### src/design/tspd_pkg.sv
`timescale 1ns / 1ps
`default_nettype none
// ----------------------------------------------------------------------------
// tspd_pkg
// Types and constants shared by the tape save pulse decoder.
// ----------------------------------------------------------------------------
package tspd_pkg;

    localparam int unsigned DATA_CAPACITY = 65536;
    localparam int unsigned MAX_BLOCKS    = 256;

    localparam logic [15:0] PILOT_COUNT_MAX = 16'hffff;
    localparam logic [3:0]  BITS_PER_BYTE   = 4'd8;

    typedef enum logic [2:0] {
        REG_BIT_ZERO   = 3'd0,
        REG_BIT_ONE    = 3'd1,
        REG_PILOT      = 3'd2,
        REG_SYNC1      = 3'd3,
        REG_SYNC2      = 3'd4,
        REG_END_SYNC   = 3'd5,
        REG_TOLERANCE  = 3'd6,
        REG_MIN_PILOT  = 3'd7
    } t_reg_index;

    typedef enum logic [3:0] {
        CL_NONE  = 4'd0,
        CL_BIT0  = 4'd1,
        CL_BIT1  = 4'd2,
        CL_PILOT = 4'd3,
        CL_SYNC1 = 4'd4,
        CL_SYNC2 = 4'd5,
        CL_END   = 4'd6,
        CL_SHORT = 4'd7,
        CL_LONG  = 4'd8
    } t_pulse_class;

    typedef enum logic [2:0] {
        PH_IDLE  = 3'd0,
        PH_PILOT = 3'd1,
        PH_SYNC1 = 3'd2,
        PH_SYNC2 = 3'd3,
        PH_DATA  = 3'd4,
        PH_ERROR = 3'd5
    } t_phase;

    typedef enum logic {
        ACT_START = 1'b0,
        ACT_LEVEL = 1'b1
    } t_action;

    typedef struct packed {
        logic        action;
        logic        mic_level;
        logic [31:0] time_tacts;
    } t_in_word;

    typedef struct packed {
        logic        byte_valid;
        logic [7:0]  data_byte;
        logic [15:0] byte_address;
        logic        block_done;
        logic [7:0]  block_index;
        logic [16:0] block_offset;
        logic [16:0] block_length;
        logic [3:0]  pulse_class;
        logic [2:0]  phase;
        logic        data_overflow;
        logic        block_overflow;
    } t_out_word;

endpackage
`default_nettype wire

### src/design/tape_save_pulse_decoder.sv
`timescale 1ns / 1ps
`default_nettype none
// The result word of an accepted input word is registered in the result register.
// Throughput: one word per cycle unless stalled; classification and the phase
// update are a single combinational pass into the state and result registers.
// Reset (synchronous, active low) restores the register defaults, clears
// the capture state and the sticky overflow flags, and empties the output.
// ----------------------------------------------------------------------------
// tape_save_pulse_decoder
// Measures pulses on the tape output level and decodes pilot, sync and data
// into bytes and closed blocks.
// ----------------------------------------------------------------------------
module tape_save_pulse_decoder (
    input  wire                  i_clk,
    input  wire                  i_rst_n,
    input  wire                  i_in_valid,
    output logic                 o_in_stall,
    input  wire tspd_pkg::t_in_word i_in_word,
    output logic                 o_out_valid,
    input  wire                  i_out_stall,
    output tspd_pkg::t_out_word  o_out_word,
    input  wire                  i_cfg_we,
    input  wire  [2:0]           i_cfg_index,
    input  wire  [15:0]          i_cfg_data
);

    // Configuration registers.
    logic [15:0] r_bit_zero, r_bit_one, r_pilot, r_sync1, r_sync2, r_end_sync;
    logic [11:0] r_tol;
    logic [15:0] r_min_pilot;

    // Capture state.
    logic                   r_capturing,   n_capturing;
    logic                   r_level_seen,  n_level_seen;
    logic [31:0]            r_last_edge,   n_last_edge;
    tspd_pkg::t_phase       r_phase,       n_phase;
    tspd_pkg::t_pulse_class r_pending,     n_pending;
    tspd_pkg::t_pulse_class r_last_class,  n_last_class;
    logic [15:0]            r_pilot_count, n_pilot_count;
    logic [3:0]             r_bit_count,   n_bit_count;
    logic [7:0]             r_shift,       n_shift;
    logic [16:0]            r_stored_bytes, n_stored_bytes;
    logic [8:0]             r_stored_blocks, n_stored_blocks;
    logic [16:0]            r_open_offset, n_open_offset;
    logic [16:0]            r_open_length, n_open_length;
    logic                   r_data_ovf,    n_data_ovf;
    logic                   r_block_ovf,   n_block_ovf;

    logic                   r_out_valid;
    tspd_pkg::t_out_word    r_out_word, n_out_word;

    logic                   in_accept;
    logic [31:0]            pulse_len;
    tspd_pkg::t_pulse_class pulse_cls;
    logic [3:0]             bit_count_inc;
    logic [7:0]             shift_inc;

    assign o_in_stall  = r_out_valid && i_out_stall;
    assign in_accept   = i_in_valid && !o_in_stall;
    assign o_out_valid = r_out_valid;
    assign o_out_word  = r_out_word;

    assign pulse_len = i_in_word.time_tacts - r_last_edge;

    // Symmetric tolerance window; the lower bound floors at zero.
    function automatic logic in_window(input logic [31:0] len, input logic [15:0] nom,
                                       input logic [11:0] tol);
        logic [16:0] lo;
        logic [16:0] hi;
        begin
            lo = ({1'b0, nom} > {5'd0, tol}) ? ({1'b0, nom} - {5'd0, tol}) : 17'd0;
            hi = {1'b0, nom} + {5'd0, tol};
            in_window = (len >= {15'd0, lo}) && (len <= {15'd0, hi});
        end
    endfunction

    always_comb begin
        logic [17:0] long_limit;
        long_limit = {2'b00, r_pilot} + {5'd0, r_tol, 1'b0};
        if (in_window(pulse_len, r_bit_zero, r_tol)) begin
            pulse_cls = tspd_pkg::CL_BIT0;
        end else if (in_window(pulse_len, r_bit_one, r_tol)) begin
            pulse_cls = tspd_pkg::CL_BIT1;
        end else if (in_window(pulse_len, r_pilot, r_tol)) begin
            pulse_cls = tspd_pkg::CL_PILOT;
        end else if (in_window(pulse_len, r_sync1, r_tol)) begin
            pulse_cls = tspd_pkg::CL_SYNC1;
        end else if (in_window(pulse_len, r_sync2, r_tol)) begin
            pulse_cls = tspd_pkg::CL_SYNC2;
        end else if (in_window(pulse_len, r_end_sync, r_tol)) begin
            pulse_cls = tspd_pkg::CL_END;
        end else if (({4'd0, r_sync1} > {8'd0, r_tol}) &&
                     (pulse_len < {16'd0, r_sync1 - {4'd0, r_tol}})) begin
            pulse_cls = tspd_pkg::CL_SHORT;
        end else if (pulse_len > {14'd0, long_limit}) begin
            pulse_cls = tspd_pkg::CL_LONG;
        end else begin
            pulse_cls = tspd_pkg::CL_NONE;
        end
    end

    assign bit_count_inc = r_bit_count + 4'd1;
    assign shift_inc     = {r_shift[6:0], (pulse_cls == tspd_pkg::CL_BIT1)};

    always_comb begin
        n_capturing     = r_capturing;
        n_level_seen    = r_level_seen;
        n_last_edge     = r_last_edge;
        n_phase         = r_phase;
        n_pending       = r_pending;
        n_last_class    = r_last_class;
        n_pilot_count   = r_pilot_count;
        n_bit_count     = r_bit_count;
        n_shift         = r_shift;
        n_stored_bytes  = r_stored_bytes;
        n_stored_blocks = r_stored_blocks;
        n_open_offset   = r_open_offset;
        n_open_length   = r_open_length;
        n_data_ovf      = r_data_ovf;
        n_block_ovf     = r_block_ovf;
        n_out_word      = '0;

        if (i_in_word.action == tspd_pkg::ACT_START) begin
            n_capturing     = 1'b1;
            n_level_seen    = 1'b1;
            n_last_edge     = i_in_word.time_tacts;
            n_phase         = tspd_pkg::PH_IDLE;
            n_pending       = tspd_pkg::CL_NONE;
            n_last_class    = tspd_pkg::CL_NONE;
            n_pilot_count   = '0;
            n_bit_count     = '0;
            n_shift         = '0;
            n_stored_bytes  = '0;
            n_stored_blocks = '0;
            n_open_offset   = '0;
            n_open_length   = '0;
        end else if (r_capturing && (i_in_word.mic_level != r_level_seen)) begin
            n_level_seen = i_in_word.mic_level;
            n_last_edge  = i_in_word.time_tacts;
            n_last_class = pulse_cls;
            n_phase      = tspd_pkg::PH_ERROR;

            case (r_phase)
                tspd_pkg::PH_IDLE: begin
                    if (pulse_cls inside {tspd_pkg::CL_SHORT, tspd_pkg::CL_LONG}) begin
                        n_phase = tspd_pkg::PH_IDLE;
                    end else if (pulse_cls == tspd_pkg::CL_PILOT) begin
                        n_pilot_count = 16'd1;
                        n_phase       = tspd_pkg::PH_PILOT;
                    end
                end
                tspd_pkg::PH_PILOT: begin
                    if (pulse_cls == tspd_pkg::CL_PILOT) begin
                        if (r_pilot_count != tspd_pkg::PILOT_COUNT_MAX) begin
                            n_pilot_count = r_pilot_count + 16'd1;
                        end
                        n_phase = tspd_pkg::PH_PILOT;
                    end else if (pulse_cls == tspd_pkg::CL_SYNC1 &&
                                 r_pilot_count >= r_min_pilot) begin
                        n_phase = tspd_pkg::PH_SYNC1;
                    end
                end
                tspd_pkg::PH_SYNC1: begin
                    if (pulse_cls == tspd_pkg::CL_SYNC2) begin
                        n_phase = tspd_pkg::PH_SYNC2;
                    end
                end
                tspd_pkg::PH_SYNC2: begin
                    if (pulse_cls inside {tspd_pkg::CL_BIT0, tspd_pkg::CL_BIT1}) begin
                        n_pending     = pulse_cls;
                        n_bit_count   = '0;
                        n_shift       = '0;
                        n_open_offset = r_stored_bytes;
                        n_open_length = '0;
                        n_phase       = tspd_pkg::PH_DATA;
                    end
                end
                tspd_pkg::PH_DATA: begin
                    if (pulse_cls inside {tspd_pkg::CL_BIT0, tspd_pkg::CL_BIT1}) begin
                        if (r_pending == tspd_pkg::CL_NONE) begin
                            n_pending = pulse_cls;
                            n_phase   = tspd_pkg::PH_DATA;
                        end else if (r_pending == pulse_cls) begin
                            // Second matching half-pulse: one bit is complete.
                            n_pending   = tspd_pkg::CL_NONE;
                            n_phase     = tspd_pkg::PH_DATA;
                            n_bit_count = bit_count_inc;
                            n_shift     = shift_inc;
                            if (bit_count_inc == tspd_pkg::BITS_PER_BYTE) begin
                                if (r_stored_bytes >=
                                    17'(tspd_pkg::DATA_CAPACITY)) begin
                                    n_data_ovf = 1'b1;
                                    n_phase    = tspd_pkg::PH_ERROR;
                                end else begin
                                    n_out_word.byte_valid   = 1'b1;
                                    n_out_word.data_byte    = shift_inc;
                                    n_out_word.byte_address = r_stored_bytes[15:0];
                                    n_stored_bytes = r_stored_bytes + 17'd1;
                                    n_open_length  = r_open_length + 17'd1;
                                    n_shift        = '0;
                                    n_bit_count    = '0;
                                end
                            end
                        end
                    end else if (pulse_cls == tspd_pkg::CL_END) begin
                        if (r_stored_blocks >= 9'(tspd_pkg::MAX_BLOCKS)) begin
                            n_block_ovf = 1'b1;
                            n_phase     = tspd_pkg::PH_ERROR;
                        end else begin
                            n_out_word.block_done   = 1'b1;
                            n_out_word.block_index  = r_stored_blocks[7:0];
                            n_out_word.block_offset = r_open_offset;
                            n_out_word.block_length = r_open_length;
                            n_stored_blocks = r_stored_blocks + 9'd1;
                            n_phase         = tspd_pkg::PH_IDLE;
                        end
                    end
                end
                default: begin
                    n_phase = tspd_pkg::PH_ERROR;
                end
            endcase
        end

        n_out_word.pulse_class    = n_last_class;
        n_out_word.phase          = n_phase;
        n_out_word.data_overflow  = n_data_ovf;
        n_out_word.block_overflow = n_block_ovf;
    end

    // Configuration write port.
    always_ff @(posedge i_clk) begin
        if (!i_rst_n) begin
            r_bit_zero  <= 16'd855;
            r_bit_one   <= 16'd1710;
            r_pilot     <= 16'd2168;
            r_sync1     <= 16'd667;
            r_sync2     <= 16'd735;
            r_end_sync  <= 16'd945;
            r_tol       <= 12'd100;
            r_min_pilot <= 16'd256;
        end else if (i_cfg_we) begin
            case (tspd_pkg::t_reg_index'(i_cfg_index))
                tspd_pkg::REG_BIT_ZERO:  r_bit_zero  <= i_cfg_data;
                tspd_pkg::REG_BIT_ONE:   r_bit_one   <= i_cfg_data;
                tspd_pkg::REG_PILOT:     r_pilot     <= i_cfg_data;
                tspd_pkg::REG_SYNC1:     r_sync1     <= i_cfg_data;
                tspd_pkg::REG_SYNC2:     r_sync2     <= i_cfg_data;
                tspd_pkg::REG_END_SYNC:  r_end_sync  <= i_cfg_data;
                tspd_pkg::REG_TOLERANCE: r_tol       <= i_cfg_data[11:0];
                tspd_pkg::REG_MIN_PILOT: r_min_pilot <= i_cfg_data;
                default: begin
                end
            endcase
        end
    end

    always_ff @(posedge i_clk) begin
        if (!i_rst_n) begin
            r_capturing     <= 1'b0;
            r_level_seen    <= 1'b1;
            r_last_edge     <= '0;
            r_phase         <= tspd_pkg::PH_IDLE;
            r_pending       <= tspd_pkg::CL_NONE;
            r_last_class    <= tspd_pkg::CL_NONE;
            r_pilot_count   <= '0;
            r_bit_count     <= '0;
            r_shift         <= '0;
            r_stored_bytes  <= '0;
            r_stored_blocks <= '0;
            r_open_offset   <= '0;
            r_open_length   <= '0;
            r_data_ovf      <= 1'b0;
            r_block_ovf     <= 1'b0;
        end else if (in_accept) begin
            r_capturing     <= n_capturing;
            r_level_seen    <= n_level_seen;
            r_last_edge     <= n_last_edge;
            r_phase         <= n_phase;
            r_pending       <= n_pending;
            r_last_class    <= n_last_class;
            r_pilot_count   <= n_pilot_count;
            r_bit_count     <= n_bit_count;
            r_shift         <= n_shift;
            r_stored_bytes  <= n_stored_bytes;
            r_stored_blocks <= n_stored_blocks;
            r_open_offset   <= n_open_offset;
            r_open_length   <= n_open_length;
            r_data_ovf      <= n_data_ovf;
            r_block_ovf     <= n_block_ovf;
        end
    end

    // Result register: a new word may load in the cycle the old one is taken.
    always_ff @(posedge i_clk) begin
        if (!i_rst_n) begin
            r_out_valid <= 1'b0;
        end else if (in_accept) begin
            r_out_valid <= 1'b1;
        end else if (!i_out_stall) begin
            r_out_valid <= 1'b0;
        end
    end

    always_ff @(posedge i_clk) begin
        if (in_accept) begin
            r_out_word <= n_out_word;
        end
    end

endmodule
`default_nettype wire
### config.mk
export PLATFORM = sky130hd
export DESIGN_NAME = tape_save_pulse_decoder
export DESIGN_NICKNAME = d
export VERILOG_FILES = /design/src/design/tspd_pkg.sv /design/src/design/tape_save_pulse_decoder.sv
export SDC_FILE = /design/constraint.sdc
export NUM_CORES = 1
export LEC_CHECK = 0
export BUFFER_PORTS_ARGS = -buffer_cell sky130_fd_sc_hd__clkbuf_2
export CORE_ASPECT_RATIO = 1.1
export CORE_UTILIZATION = 55
export CTS_BUF_LIST = sky130_fd_sc_hd__clkbuf_16
export DETAILED_ROUTE_END_ITERATION = 7
export GPL_ROUTABILITY_DRIVEN = 0
export PLACE_DENSITY = 0.7
export SKIP_CTS_REPAIR_TIMING = 1
export SYNTH_ARGS = -nofsm -noshare
export SYNTH_HDL_FRONTEND = slang
export SYNTH_SLANG_ARGS = --single-unit
### constraint.sdc
create_clock -name i_clk -period 20.8 [get_ports i_clk]
set_input_delay 3.12 -clock i_clk [delete_from_list [all_inputs] [get_ports i_clk]]
set_output_delay 3.12 -clock i_clk [all_outputs]
set_load 0.02 [all_outputs]
==> results of run 1 <==
==> flip-flops by register name, summed over array words and instances (netlist names), 3 cells and up <==
register	cells
o_out_word	77
r_bit_count	4
r_bit_one	16
r_bit_zero	16
r_end_sync	16
r_last_class	4
r_last_edge	32
r_min_pilot	16
r_open_length	17
r_open_offset	17
r_pending	4
r_phase	3
r_pilot	16
r_pilot_count	16
r_shift	7
r_stored_blocks	9
r_stored_bytes	17
r_sync1	16
r_sync2	16
r_tol	12
==> layout make-up <==
class / instances / area [µm²] / area share [%]
clock inverters: 33 / 455 / 1.44
flip-flops and latches: 336 / 7500 / 23.8
inverters: 238 / 900 / 2.85
clock buffers: 40 / 1000 / 3.17
multi-input cells: 2892 / 19800 / 62.9
well taps: 667 / 835 / 2.65
repair buffers: 181 / 1020 / 3.24
==> cell families (layout without fill, tap and decap cells) <==
kind of cell / count (synthesis) / in the layout / share of synthesized area, %
xor gates and xnor gates: 172 / 172 / 5.26
and+or+nand+nor: 1303 / 1303 / 22.2
AOI/OAI and AO/OA: 938 / 938 / 19.9
muxes: 19 / 19 / 0.668
DFF: 336 / 336 / 26.2
adders and majority gates: 460 / 460 / 20.5
buffers and inverters: 392 / 492 / 5.28
==> metrics by stage <==
stage / power, W / setup WS [ns] / util [%] / area (µm²) / instances
global placement: 0.00138 / 10.56 / 58.5 / 30100 / 4314
finish: 0.00217 / 10.97 / 61.4 / 31500 / 4387
detailed placement: 0.00139 / 10.46 / 58.5 / 30100 / 4314
CTS: 0.00216 / 11.02 / 61.4 / 31500 / 4387
global route: 0.00228 / 10.41 / 61.4 / 31500 / 4387
floorplan: 0.00118 / 11.92 / - / 28600 / 3620
==> per-layer routing <==
metal  part of all wire [%]  vias to the layer above  track usage (%)  wire length (µm)
met4                    4.5                        0             13.7              3940
met5                      0                        -                0                 0
met3                    7.3                      189             4.22              6430
li1                       -                    13000                -                 -
met1                     43                    12600             43.4             38100
met2                     45                      948             53.4             39600
==> synth_stat cells, drive strengths merged (61+ instances only) <==
cell type | n | area (µm²)
inv | 237 | 890
o21ai | 189 | 953
nand2 | 530 | 1990
a21oi | 398 | 2000
nor3 | 61 | 310
edfxtp | 77 | 2310
nand3 | 148 | 741
xnor2 | 117 | 1020
nor2 | 142 | 538
ha | 446 | 5580
clkbuf | 128 | 495
nand4 | 67 | 419
and2 | 77 | 482
dfxtp | 259 | 5180
==> worst reg2reg max path, stage by stage, from the launching register on <==
cell       delay (ns)
dfxtp_1          0.82
inv_1            0.54
ha_1             0.59
o21ai_0          0.16
a21boi_0         0.26
o21ai_0          0.17
a21boi_0         0.28
o21ai_0          0.15
a21boi_0         0.23
o21ai_0          0.14
a21boi_0         0.23
o21ai_0          0.17
a21oi_1          0.26
a2111o_1         0.51
nand3b_1         0.17
ha_1             0.34
a211oi_1         0.25
a21oi_1          0.11
a2111oi_0        0.35
or2_2            0.17
a32oi_1          0.15
or2_2            0.33
o21ai_1          0.57
or4b_1           0.52
a21oi_2          0.87
nor2_2           0.49
a22oi_1          0.33
o32ai_1          0.12
==> report_power, final <==
group,total [W],internal (W),switching (W)
Combinational,0.000693,0.000259,0.000434
Sequential,0.000698,0.000684,0.0000141
Clock,0.000776,0.000458,0.000318
==> worst paths after layout <==
check                                       from                              to  slack, ns  cells past startpoint
setup / recovery                    i_in_word[0]   r_open_length[5]$_SDFFE_PN0P_      10.97                     25
hold / removal    r_open_offset[10]$_SDFFE_PN0P_  r_open_offset[10]$_SDFFE_PN0P_       0.45                      2
setup reg to reg           r_tol[2]$_SDFFE_PN1P_   r_open_length[5]$_SDFFE_PN0P_      11.39                     27
hold reg to reg   r_open_offset[10]$_SDFFE_PN0P_  r_open_offset[10]$_SDFFE_PN0P_       0.45                      2
==> impl_metrics.json, run 1 <==
{
  "status": "complete, but fails checks",
  "violations": "DRC",
  "yosys_warnings": 0,
  "cp_num_buf_inv": 4,
  "viasPerCell": 6.09,
  "cts.clk_slew.worst_paths_ns": 0.07,
  "drive_gt1_share_pct": 8.09,
  "post_drt_wl_per_cell_um": 20.1,
  "cts_max_level": 2,
  "slowest_stage": "a21oi_2",
  "min_period_ns": 9.83,
  "antenna_cells": 0,
  "vias": 26700,
  "synthArstFlopShare_pct": 0,
  "p_leak_nw": 12.9,
  "rows": 87,
  "max_slew_margin_pct": 21.7,
  "cts_root_buf": "clkbuf_16",
  "fin_skew_ns": 0.0452,
  "start_util_pct": 55.8,
  "ys_seq_elements": 336,
  "layout.nets": 4207,
  "netlist_instances": 3620,
  "slew_viol_final": 0,
  "area_growth_pct": 10.1,
  "synth_cell_types": 91,
  "period_share_pct": 47.3,
  "synth_area_per_cell_um2": 7.91,
  "setup_tns_ns": 0,
  "cts_sinks": 336,
  "die_h_um": 241,
  "ys_seq_area_share_pct": 26.2,
  "start_kind": "primary input",
  "cts.path.max_buffers": 3,
  "drv_cap": 0,
  "finalHoldViolations": 0,
  "grt_pass1_wl_um": 136000,
  "grt_usage_pct": 32.7,
  "port_buffers": 136,
  "hold_path.class": "flip-flop to flip-flop",
  "first_pass_iters": 8,
  "critPathCaptureType": "flip-flop",
  "drc": 6,
  "routed_wl_um": 88100,
  "rsz0062_at_grt": "false",
  "timing.fmax_ghz": 0.102,
  "synth_area_mm2": 0.0286,
  "fillers": 4724,
  "peakVddDrop_mv": 0.0770,
  "power_density_mw_per_mm2": 68.7,
  "drt_iter0_markers": 2220,
  "synth_ff_type": "dfxtp_1",
  "layout_common_cells": "530 x nand2_1, 446 x ha_1, 395 x a21oi_1, 259 x dfxtp_1, 242 x inv_1",
  "path_max_fanout": 26,
  "whs_ns": 0.451,
  "cpLargestDelayFamily": "compound AO/OA/AOI/OAI gates",
  "grt-ovfl-total": 0,
  "ant_nets": 0,
  "grt_pass1_vias": 24700,
  "die_area_mm2": 0.0530,
  "worst-setup-path-type": "primary input to flip-flop",
  "tightest_slew_ns": 1.17,
  "syn-num-nets": 4138,
  "arrival_ns": 10.29,
  "core-area_mm2": 0.0514,
  "synth-edff-count": 77,
  "die_x_um": 220,
  "final_common_cell": "nand2_1",
  "tritoncts": "done",
  "clk_latency_ns": 0.61,
  "required_ns": 21.26,
  "ioPinCount": 137,
  "cpPeakStageDelay_ns": 0.87,
  "finalSetupViolCount": 0,
  "grt_start_max_net_pins": 102,
  "numCtsBuffers": 40,
  "grt_antenna_before_repair": 0,
  "hpwlAfterDp_um": 62300
}
Note: power is estimated with default switching activity, not from simulation.
==> inputs of run 2 (changes only) <==
- clock period: 20.8 -> 10.1 ns (I/O delays scaled with it)
==> run 2 against run 1 <==
  * The flow still finishes with violations (DRC)
  * Final area about the same
  * Critical path depth increased by 5
  * Core utilization about the same
  * Non-clock buffer count increased by 11
  * Largest cell class unchanged
  * Highest routed layer unchanged
==> impl_metrics.json, run 2 (same netlist as run 1, synthesis figures left out) <==
{
  "hold_path.class": "flip-flop to flip-flop",
  "rsz0062_at_grt": "false",
  "die_x_um": 220,
  "vias": 26400,
  "grt_antenna_before_repair": 0,
  "drv_cap": 0,
  "critPathCaptureType": "flip-flop",
  "cpLargestDelayFamily": "compound AO/OA/AOI/OAI gates",
  "power_density_mw_per_mm2": 139,
  "status": "complete, but fails checks",
  "drive_gt1_share_pct": 8.31,
  "start_kind": "flip-flop",
  "finalHoldViolations": 0,
  "viasPerCell": 6.00,
  "max_slew_margin_pct": 21.6,
  "tritoncts": "done",
  "fillers": 4684,
  "drc": 8,
  "worst-setup-path-type": "flip-flop to flip-flop",
  "grt_pass1_wl_um": 135000,
  "setup_tns_ns": 0,
  "slowest_stage": "a2111o_1",
  "die_h_um": 241,
  "fin_skew_ns": 0.0501,
  "drt_iter0_markers": 2138,
  "finalSetupViolCount": 0,
  "cts_root_buf": "clkbuf_16",
  "routed_wl_um": 87200,
  "area_growth_pct": 10.0,
  "layout.nets": 4218,
  "grt-ovfl-total": 0,
  "cpPeakStageDelay_ns": 0.61,
  "cts.clk_slew.worst_paths_ns": 0.07,
  "numCtsBuffers": 40,
  "peakVddDrop_mv": 0.147,
  "path_max_fanout": 23,
  "largest_reg_flops": 77,
  "crit_top_cell": "o21ai_0",
  "ant_nets": 0,
  "layout_common_cells": "530 x nand2_1, 446 x ha_1, 395 x a21oi_1, 259 x dfxtp_1, 243 x inv_1",
  "post_drt_wl_per_cell_um": 19.8,
  "required_ns": 10.66,
  "whs_ns": 0.446,
  "cts_sinks": 336,
  "min_period_ns": 8.49,
  "arrival_ns": 9.05,
  "grt_start_max_net_pins": 98,
  "clk_latency_ns": 0.61,
  "antenna_cells": 0,
  "die_area_mm2": 0.0530,
  "regArea_mm2": 0.00750,
  "rows": 87,
  "cts_max_level": 2,
  "port_buffers": 136,
  "cp_num_buf_inv": 3,
  "first_pass_iters": 8,
  "tightest_slew_ns": 1.17,
  "timing.fmax_ghz": 0.118,
  "ioPinCount": 137,
  "hpwlAfterDp_um": 63800,
  "multiInputGateArea_mm2": 0.0198,
  "final_common_cell": "nand2_1",
  "p_leak_nw": 12.9,
  "slew_viol_final": 0,
  "grt_pass1_vias": 24600,
  "grt_usage_pct": 32.6,
  "start_util_pct": 55.8,
  "core-area_mm2": 0.0514,
  "violations": "DRC",
  "period_share_pct": 84.0,
  "cts.path.max_buffers": 3
}
==> run 2: metal layers <==
| metal | wire length (µm) | GRT usage (%) | vias to the layer above |
|---|---|---|---|
| li1 | - | - | 13000 |
| met1 | 38800 | 43.5 | 12400 |
| met2 | 39200 | 52.8 | 806 |
| met3 | 5290 | 4.14 | 186 |
| met4 | 4020 | 14.3 | 0 |
| met5 | 0 | 0 | - |
==> run 2: worst reg2reg max path, delay by kind of cell, from the launching register on <==
kind                     cells  cell delay (ns)
flip-flops                   1             0.29
AO/OA/AOI/OAI               16             4.21
XOR/XNOR                     1             0.20
adder cells (fa/ha/maj)      2             0.71
AND/OR/NAND/NOR              8             2.04
buffers and inverters        3             1.01
==> run 2: final cells by class <==
| type | count | share of cell area (%) |
|---|---|---|
| Clock buffer | 40 | 3.18 |
| Clock inverter | 32 | 1.19 |
| Inverter | 238 | 2.85 |
| Multi-Input combinational cell | 2892 | 62.8 |
| Sequential cell | 336 | 23.8 |
| Tap cell | 667 | 2.65 |
| Timing Repair Buffer | 192 | 3.50 |
==> run 2: path summary, 6_finish.rpt <==
| kind | start | endpoint | slack, ns | cells past startpoint |
|---|---|---|---|---|
| worst min register to register | r_open_offset[3]$_SDFFE_PN0P_ | r_open_offset[3]$_SDFFE_PN0P_ | 0.45 | 2 |
| worst max-delay path | r_tol[2]$_SDFFE_PN1P_ | r_stored_bytes[4]$_SDFFE_PN0P_ | 1.61 | 30 |
| worst max register to register | r_tol[2]$_SDFFE_PN1P_ | r_stored_bytes[4]$_SDFFE_PN0P_ | 1.61 | 30 |
| worst min-delay path | r_open_offset[3]$_SDFFE_PN0P_ | r_open_offset[3]$_SDFFE_PN0P_ | 0.45 | 2 |
==> run 2: stage by stage <==
stage | util [%] | instance area [µm²] | setup WS [ns] | power (W) | instances
2_1_floorplan | - | 28600 | 2.74 | 0.00243 | 3620
3_3_place_gp | 58.7 | 30100 | 1.54 | 0.00285 | 4325
3_5_place_dp | 58.7 | 30100 | 1.43 | 0.00287 | 4325
4_1_cts | 61.3 | 31500 | 1.73 | 0.00440 | 4397
5_1_grt | 61.3 | 31500 | 0.894 | 0.00463 | 4397
6_report | 61.3 | 31500 | 1.61 | 0.00439 | 4397
==> run 2: power by group <==
group / switching, W / internal, W
clock network: 0.000651 / 0.000868
registers: 0.0000292 / 0.00141
logic: 0.000891 / 0.000542
total: 0.00157 / 0.00282
